==> config.mk <==
export PLATFORM = sky130hd
export DESIGN_NAME = sem_magnitude
export DESIGN_NICKNAME = d
export VERILOG_FILES = /design/src/rtl/core/sem_pkg.sv /design/src/rtl/core/sem_magnitude.sv
export SDC_FILE = /design/constraint.sdc
export NUM_CORES = 2
export LEC_CHECK = 0
export ABC_AREA = 1
export BUFFER_PORTS_ARGS = -buffer_cell sky130_fd_sc_hd__buf_2
export CAP_MARGIN = 20
export CORE_UTILIZATION = 38
export CTS_CLUSTER_SIZE = 20
export DETAILED_ROUTE_END_ITERATION = 8
export SLEW_MARGIN = 20
export SYNTH_ARGS = -nofsm -noshare
export SYNTH_HDL_FRONTEND = slang
export SYNTH_SLANG_ARGS = --single-unit
==> constraint.sdc <==
create_clock -name clk_i -period 7 [get_ports clk_i]
set_input_delay 0.35 -clock clk_i [delete_from_list [all_inputs] [get_ports clk_i]]
set_output_delay 0.35 -clock clk_i [all_outputs]
set_load 0.05 [all_outputs]
==> src/rtl/core/sem_pkg.sv <==
// ----------------------------------------------------------------------------
// sem_pkg
// Shared types and constants of the RGB Sobel edge magnitude block.
// ----------------------------------------------------------------------------
package sem_pkg;

  localparam int unsigned PIX_W          = 24;
  localparam int unsigned CH_W           = 8;
  localparam int unsigned CFG_DATA_W     = 11;
  localparam int unsigned CFG_IDX_W      = 1;
  localparam int unsigned DEF_MAX_WIDTH  = 1024;
  localparam int unsigned DEF_MAX_HEIGHT = 1024;

  // register indexes
  localparam logic [CFG_IDX_W-1:0] CFG_FRAME_WIDTH  = 1'b0;
  localparam logic [CFG_IDX_W-1:0] CFG_FRAME_HEIGHT = 1'b1;

  localparam logic [CFG_DATA_W-1:0] CFG_SIZE_RESET = 11'd1024;

  // squared magnitude at or above this rounds past 255
  localparam logic [20:0] SAT_THRESH = 21'd65281;

  typedef logic [PIX_W-1:0] pix_t;

  // window indexed [row][column], row 0 is the upper row
  typedef logic [2:0][2:0][PIX_W-1:0] win_t;

  // which neighbors lie inside the frame
  typedef struct packed {
    logic left;
    logic right;
    logic up;
    logic down;
  } mask_t;

endpackage

==> src/rtl/core/sem_magnitude.sv <==
// ----------------------------------------------------------------------------
// sem_magnitude
// Per-channel Sobel gradients, squared sum and iterative rounded square root
// saturated at 255.
// ----------------------------------------------------------------------------
module sem_magnitude (
  input  logic           clk_i,
  input  logic           rst_ni,
  input  logic           start_i,
  input  sem_pkg::win_t  win_i,
  input  sem_pkg::mask_t mask_i,
  output logic           done_o,
  output sem_pkg::pix_t  result_o
);
  import sem_pkg::*;

  localparam logic [1:0] M_IDLE = 2'd0;
  localparam logic [1:0] M_SUM  = 2'd1;
  localparam logic [1:0] M_ITER = 2'd2;
  localparam logic [1:0] M_RND  = 2'd3;

  logic [1:0] state_q, state_d;
  logic [2:0] step_q, step_d;
  logic       done_q, done_d;

  logic [2:0][19:0] sqx_q, sqy_q;
  logic [2:0][20:0] sum_q;
  logic [2:0][7:0]  root_q;
  logic [2:0][7:0]  res_q;

  logic [2:0][19:0] sqx_d, sqy_d;
  logic [2:0][7:0]  root_d;
  logic [2:0][7:0]  res_d;

  // gradient terms and squares
  always_comb begin
    logic [2:0][2:0][7:0] t;
    logic [9:0]           px, nx, py, ny;
    logic signed [10:0]   gx, gy;
    logic signed [21:0]   px2, py2;
    for (int ch = 0; ch < 3; ch++) begin
      for (int r = 0; r < 3; r++) begin
        for (int c = 0; c < 3; c++) begin
          t[r][c] = win_i[r][c][PIX_W-1-CH_W*ch -: CH_W];
          if ((r == 0 && !mask_i.up) || (r == 2 && !mask_i.down) ||
              (c == 0 && !mask_i.left) || (c == 2 && !mask_i.right)) begin
            t[r][c] = '0;
          end
        end
      end
      px = 10'(t[0][2]) + {1'b0, t[1][2], 1'b0} + 10'(t[2][2]);
      nx = 10'(t[0][0]) + {1'b0, t[1][0], 1'b0} + 10'(t[2][0]);
      py = 10'(t[2][0]) + {1'b0, t[2][1], 1'b0} + 10'(t[2][2]);
      ny = 10'(t[0][0]) + {1'b0, t[0][1], 1'b0} + 10'(t[0][2]);
      gx = signed'({1'b0, px}) - signed'({1'b0, nx});
      gy = signed'({1'b0, py}) - signed'({1'b0, ny});
      px2 = gx * gx;
      py2 = gy * gy;
      sqx_d[ch] = px2[19:0];
      sqy_d[ch] = py2[19:0];
    end
  end

  // one root bit per step, then rounding
  always_comb begin
    logic [7:0]  tb;
    logic [15:0] tt;
    logic [15:0] nn;
    logic [20:0] rem;
    for (int ch = 0; ch < 3; ch++) begin
      tb = root_q[ch] | (8'd1 << step_q);
      tt = tb * tb;
      root_d[ch] = ({5'b0, tt} <= sum_q[ch]) ? tb : root_q[ch];
      nn = root_q[ch] * root_q[ch];
      rem = sum_q[ch] - {5'b0, nn};
      if (sum_q[ch] >= SAT_THRESH) begin
        res_d[ch] = 8'd255;
      end else if (rem > {13'b0, root_q[ch]}) begin
        res_d[ch] = root_q[ch] + 1'b1;
      end else begin
        res_d[ch] = root_q[ch];
      end
    end
  end

  // sequencer
  always_comb begin
    state_d = state_q;
    step_d  = step_q;
    done_d  = 1'b0;
    unique case (state_q)
      M_IDLE: begin
        if (start_i) state_d = M_SUM;
      end
      M_SUM: begin
        step_d  = 3'd7;
        state_d = M_ITER;
      end
      M_ITER: begin
        if (step_q == 3'd0) begin
          state_d = M_RND;
        end else begin
          step_d = step_q - 1'b1;
        end
      end
      M_RND: begin
        done_d  = 1'b1;
        state_d = M_IDLE;
      end
      default: state_d = M_IDLE;
    endcase
  end

  always_ff @(posedge clk_i or negedge rst_ni) begin
    if (!rst_ni) begin
      state_q <= M_IDLE;
      step_q  <= '0;
      done_q  <= 1'b0;
    end else begin
      state_q <= state_d;
      step_q  <= step_d;
      done_q  <= done_d;
    end
  end

  // datapath registers
  always_ff @(posedge clk_i) begin
    if (state_q == M_IDLE && start_i) begin
      sqx_q <= sqx_d;
      sqy_q <= sqy_d;
    end
    if (state_q == M_SUM) begin
      for (int ch = 0; ch < 3; ch++) begin
        sum_q[ch]  <= 21'(sqx_q[ch]) + 21'(sqy_q[ch]);
        root_q[ch] <= '0;
      end
    end
    if (state_q == M_ITER) begin
      root_q <= root_d;
    end
    if (state_q == M_RND) begin
      res_q <= res_d;
    end
  end

  assign done_o   = done_q;
  assign result_o = {res_q[0], res_q[1], res_q[2]};

endmodule

Word-level counts from Yosys, hierarchy flattened
Index checks and enable logic that the tools add are counted.
{"block": "totals", "regBits": 237, "inputBits": 223, "output_inout_bits": 25, "elab_cells": 147}
{"block": "classes", "addsub": 40, "n_mul": 12, "n_lt_le_gt_ge": 9, "n_eq_ne": 9, "shifts": 1, "n_mux": 38, "n_bitwise": 3, "n_reduce_logical": 17}
{"op": "$mux W8", "n": 30}
{"op": "$add A10 B8 Y10", "n": 12}
{"op": "$add A8 B9 Y10", "n": 12}
{"op": "$mul A11 B11 Y20", "n": 6}
{"op": "$mul A8 B8 Y16", "n": 6}
{"op": "$sub A10 B10 Y11", "n": 6}
{"op": "$add A20 B20 Y21", "n": 3}
{"op": "$ge A21 B16 Y1 const B", "n": 3}
{"op": "$gt A21 B8 Y1", "n": 3}
{"op": "$le A16 B21 Y1", "n": 3}
{"op": "$sub A21 B16 Y21", "n": 3}
{"op": "$mux W24", "n": 2}
{"op": "$add A8 B1 Y8 const B", "n": 3}
{"op": "$or A8 B8 Y8", "n": 3}
{"op": "$ne A2 B2 Y1 const B", "n": 6}
{"op": "$reduce_and A2 Y1", "n": 5}
{"op": "$pmux W2 S4", "n": 1}
{"op": "$shl A1 B3 Y8 const A", "n": 1}
{"op": "$pmux W3 S2", "n": 1}
{"op": "$eq A2 B2 Y1 const B", "n": 2}
{"op": "$logic_not A1 Y1", "n": 4}
{"op": "$logic_or A1 B1 Y1", "n": 4}
{"op": "$mux W2", "n": 2}
{"op": "$logic_not A3 Y1", "n": 1}
{"op": "7 further kinds", "n": 7}

Depth between registers and ports, before layout
{"block": "logic_depth", "depth_word": 7, "depth_mapped": 48, "depth_no_buf": 47}

Worst setup path before layout
Ideal clock, no wire load.
{"block": "synth_timing", "kind": "input -> register", "from": "in mask_i[0] (netlist bit)", "to": "reg sqy_q[18] (netlist bit) (data pin)", "setup_ns": 0.258, "arrival_time_ns": 8.553, "t_required_ns": 6.742, "slack_ns": -1.811, "path_stages": 40, "n_path_buf": 2, "path_cell_list": "clkbuf_1 -> nand2_1 -> clkinv_1 -> clkbuf_1 -> nand2_1 -> fa_1 -> inv_1 -> fa_1 -> inv_1 -> fa_1 -> inv_1 -> ha_1 -> a21oi_1 -> nand2_1 -> a21oi_1 -> o21bai_1 -> nand2_1 -> nand2_1 -> [... 4 more ...] -> fa_1 -> fa_1 -> fa_1 -> fa_1 -> inv_1 -> fa_1 -> inv_1 -> ha_1 -> a21oi_1 -> o21a_1 -> o21ai_0 -> a21boi_0 -> o21ai_0 -> nand2_1 -> inv_1 -> o21ai_0 -> nand2_1 -> xor2_1"}
{"element": "from (decl)", "line": "sem_magnitude.sv:11", "text": "input sem_pkg::mask_t mask_i,"}
{"element": "to (signal assigned)", "line": "sem_magnitude.sv:130", "text": "sqy_q <= sqy_d;"}
{"element": "to (decl)", "line": "sem_magnitude.sv:26", "text": "logic [2:0][19:0] sqx_q, sqy_q;"}

==> metrics.txt <==
status=finished, violations left; failing checks=setup timing; RR Endpoint=root_q[1]; die width=388.4 um; vias in the first global route=49.93k; Critical Path AT=7.79 ns; Post-Syn Area=56,730 um2; TritonCTS clock tree=yes; fraction of layout cells with a size suffix above 1=25.71%; first-pass GRT wire length=258,600 um; RD Place Congestion=0.9657; Synth Area per Inst=8.069 um2; HP Class=in2async; unrepaired setup endpoints after global routing=true; site row count=141; vias per std cell=4.644; initial detailed-routing violation count=2,354; Min Clock Period, post-route=7.489 ns; largest net degree at the start of global routing=77; total clock buffers created by CTS=26; worst path required time=7.31 ns; fin nets=10.06k; starting density of the core=38.33%; Reg2Reg Launch Point=step_q[0]; CTS clk-pin slew, worst paths=0.07 ns; crit share post-route=107.0%; slowest stage delay, CP=0.56 ns; Layout Cells excl Fill=10.19k; Final Max Slew Viols=0; cell taking the most area after synthesis=fa_1; setup ws final=-0.4886 ns; clk_skew=0.03054 ns; global-route usage over all layers=21.35%; Max FO, Critical Path=7; I/O Pins=248; r2r worst-path depth=33; Detail Route Antenna Nets=0; IO buf count=223; critical path endpoint category=flip-flop; proportion of netlist area held by the largest area contributor=32.25%; setup slack, reg-to-reg=0.40 ns; max_slew headroom=31.45%; cell mode on critical path=fa_1; Ys Warns=0; antenna violations before repair=15; total wire length=159,600 um; max_cap viols=0; drt pass-1 iters=6; synthesis-to-layout area growth=29.80%; final setup fails=53; Layout Utilization=49.75%; Core Area=148,000 um2; fmax=133.5 MHz; Synth Instances=7,031; CTS Root Buffer Type=clkbuf_16; DP Cell Count=10.01k; Sink Count=231; sequential share of the synthesized area=12.17%; Bufs on Longest Clock Path=3; Worst Tran Pin Value=1.023 ns; DRC viols=0; DIE AREA=150,900 um2; post-synth cell types=55; Synth Net Count=8,851; routed len/inst=15.66 um; Congestion Overflow GR=0; Synth Register Bits=231; CP max-delay cell=fa_1; post-DP HPWL=140,200 um; Final Hold Fails=0; Die Span Y=388.4 um; H-tree levels=1; critical path class=in2reg; vias=47.33k; clock latency on the worst-skew pair=0.60 ns; top post-synthesis cells by area=fa_1 32%, ha_1 15%, inv_1 13%; CP startpoint kind=primary input
[kinds of logic after synthesis]
kind of cell    after synthesis  synth area share [%]
simple gates               2205                 15.84
xor+xnor                    347                 5.381
compound gates              512                 5.092
fa+ha+maj                  1597                 47.31
flops                       231                 12.17
other cells                   2               0.01324
buf+inv                    2136                 14.17
mux                           1               0.01985
[area by class of cell]
class,count,area [um2]
multi-input combinational,4664,46050
clock buffer,27,654.4
sequential,231,6907
tap,1930,2415
inverter,2067,7905
timing repair inverter,1,11.26
clock inverter,21,231.5
fill,13886,74370
timing repair buffer,1244,9452
antenna,7,17.52
[state kept, by name (all words and copies together) (netlist names)]
signal / flops
done_o: 1
result_o: 24
root_q: 24
sum_q: 63
step_q: 3
state_q: 2
sqx_q: 57
sqy_q: 57
[cells in the mapped netlist, drive strengths merged]
cell     number
inv        2035
nand2      1323
fa          914
ha          683
nor2        547
a21oi       246
xor2        226
edfxtp      225
nand3       193
o21ai       139
xnor2       120
nand4        72
clkbuf       52
clkinv       32
o21bai       26
nor3         24
a31oi        23
a21o         21
buf          17
nand3b       16
o21a         12
nor4         11
a211oi       10
or2          10
a21boi        9
o2111ai       8
dfrtp         6
o31ai         5
and2          4
o211ai        3
o221ai        3
o41ai         3
a221oi        2
conb          2
nor3b         2
or3           2
a2111oi       1
a31o          1
and3          1
mux2          1
xnor3         1
[critical path, delay by kind of cell]
kind                       cells  cell delay (ns)
AOI/OAI and AO/OA              6             0.94
buffers and inverters         12             0.99
adders and majority gates     10             4.35
and+or+nand+nor               11             0.82
xor gates and xnor gates       2             0.29
[what timing repair did]
item / in CTS / in global routing
gates cloned: 0 / 1
hold endpoints to repair: 6 / 0
hold buffers: 1 / 0
endpoints found under the setup margin: 65 / 96
gates resized for setup: 435 / 369
pin swaps: 227 / 207
setup buffers: 93 / 56
[worst max-delay path by stage]
| stage | endpoint | slack, ns | start |
|---|---|---|---|
| after global placement | sqx_q[59] | -1.35 | mask_i[3] |
| final | sqx_q[59] | -0.49 | mask_i[0] |
| after floorplan | sqy_q[18] | -0.79 | mask_i[0] |
| after CTS | sqx_q[59] | -0.47 | mask_i[0] |
| after global routing | sqy_q[59] | -0.76 | mask_i[0] |
| after detailed placement | sqx_q[59] | -1.51 | mask_i[3] |
[through the flow]
step           instance area (um2)  TNS (ns)  setup slack, ns  hold WS, ns
2_1_floorplan                58520    -23.86          -0.7911      0.05441
3_3_place_gp                 68500    -69.75           -1.354       0.2282
3_5_place_dp                 68500    -75.82           -1.505       0.2297
4_1_cts                      71810    -14.54          -0.4719       0.1133
5_1_grt                      73630    -30.70          -0.7627       0.1366
6_report                     73640    -15.33          -0.4886       0.1513
[routing by layer]
| layer | share of wire (%) | vias up | GRT usage [%] |
|---|---|---|---|
| met1 | 45 | 22850 | 28.79 |
| li1 | - | 23390 | - |
| met5 | 0.014 | - | 0 |
| met2 | 48 | 900 | 37.01 |
| met4 | 2.4 | 4 | 4.175 |
| met3 | 4.7 | 188 | 2.273 |
[cell usage in the layout, fill, tap and decap left out, types with 24 or more instances in the layout]
cell	count
xor2_1	187
nor2_1	400
buf_2	219
fa_1	871
clkbuf_16	26
buf_4	909
fa_2	43
a21oi_2	61
nand2_4	47
ha_4	100
xnor2_1	109
o21ai_2	28
nand2_2	89
nor2_2	88
inv_2	127
nor2_4	59
buf_6	88
nand3_1	179
xor2_2	24
inv_1	1894
ha_1	574
o21ai_0	80
nand2_1	1181
a21oi_1	163
buf_12	25
o21bai_1	24
edfxtp_1	225
nand4_1	70
Power is left out: the tool's default activity adds up to more than one toggle a clock period on the data nets, which glitch-free logic cannot reach.
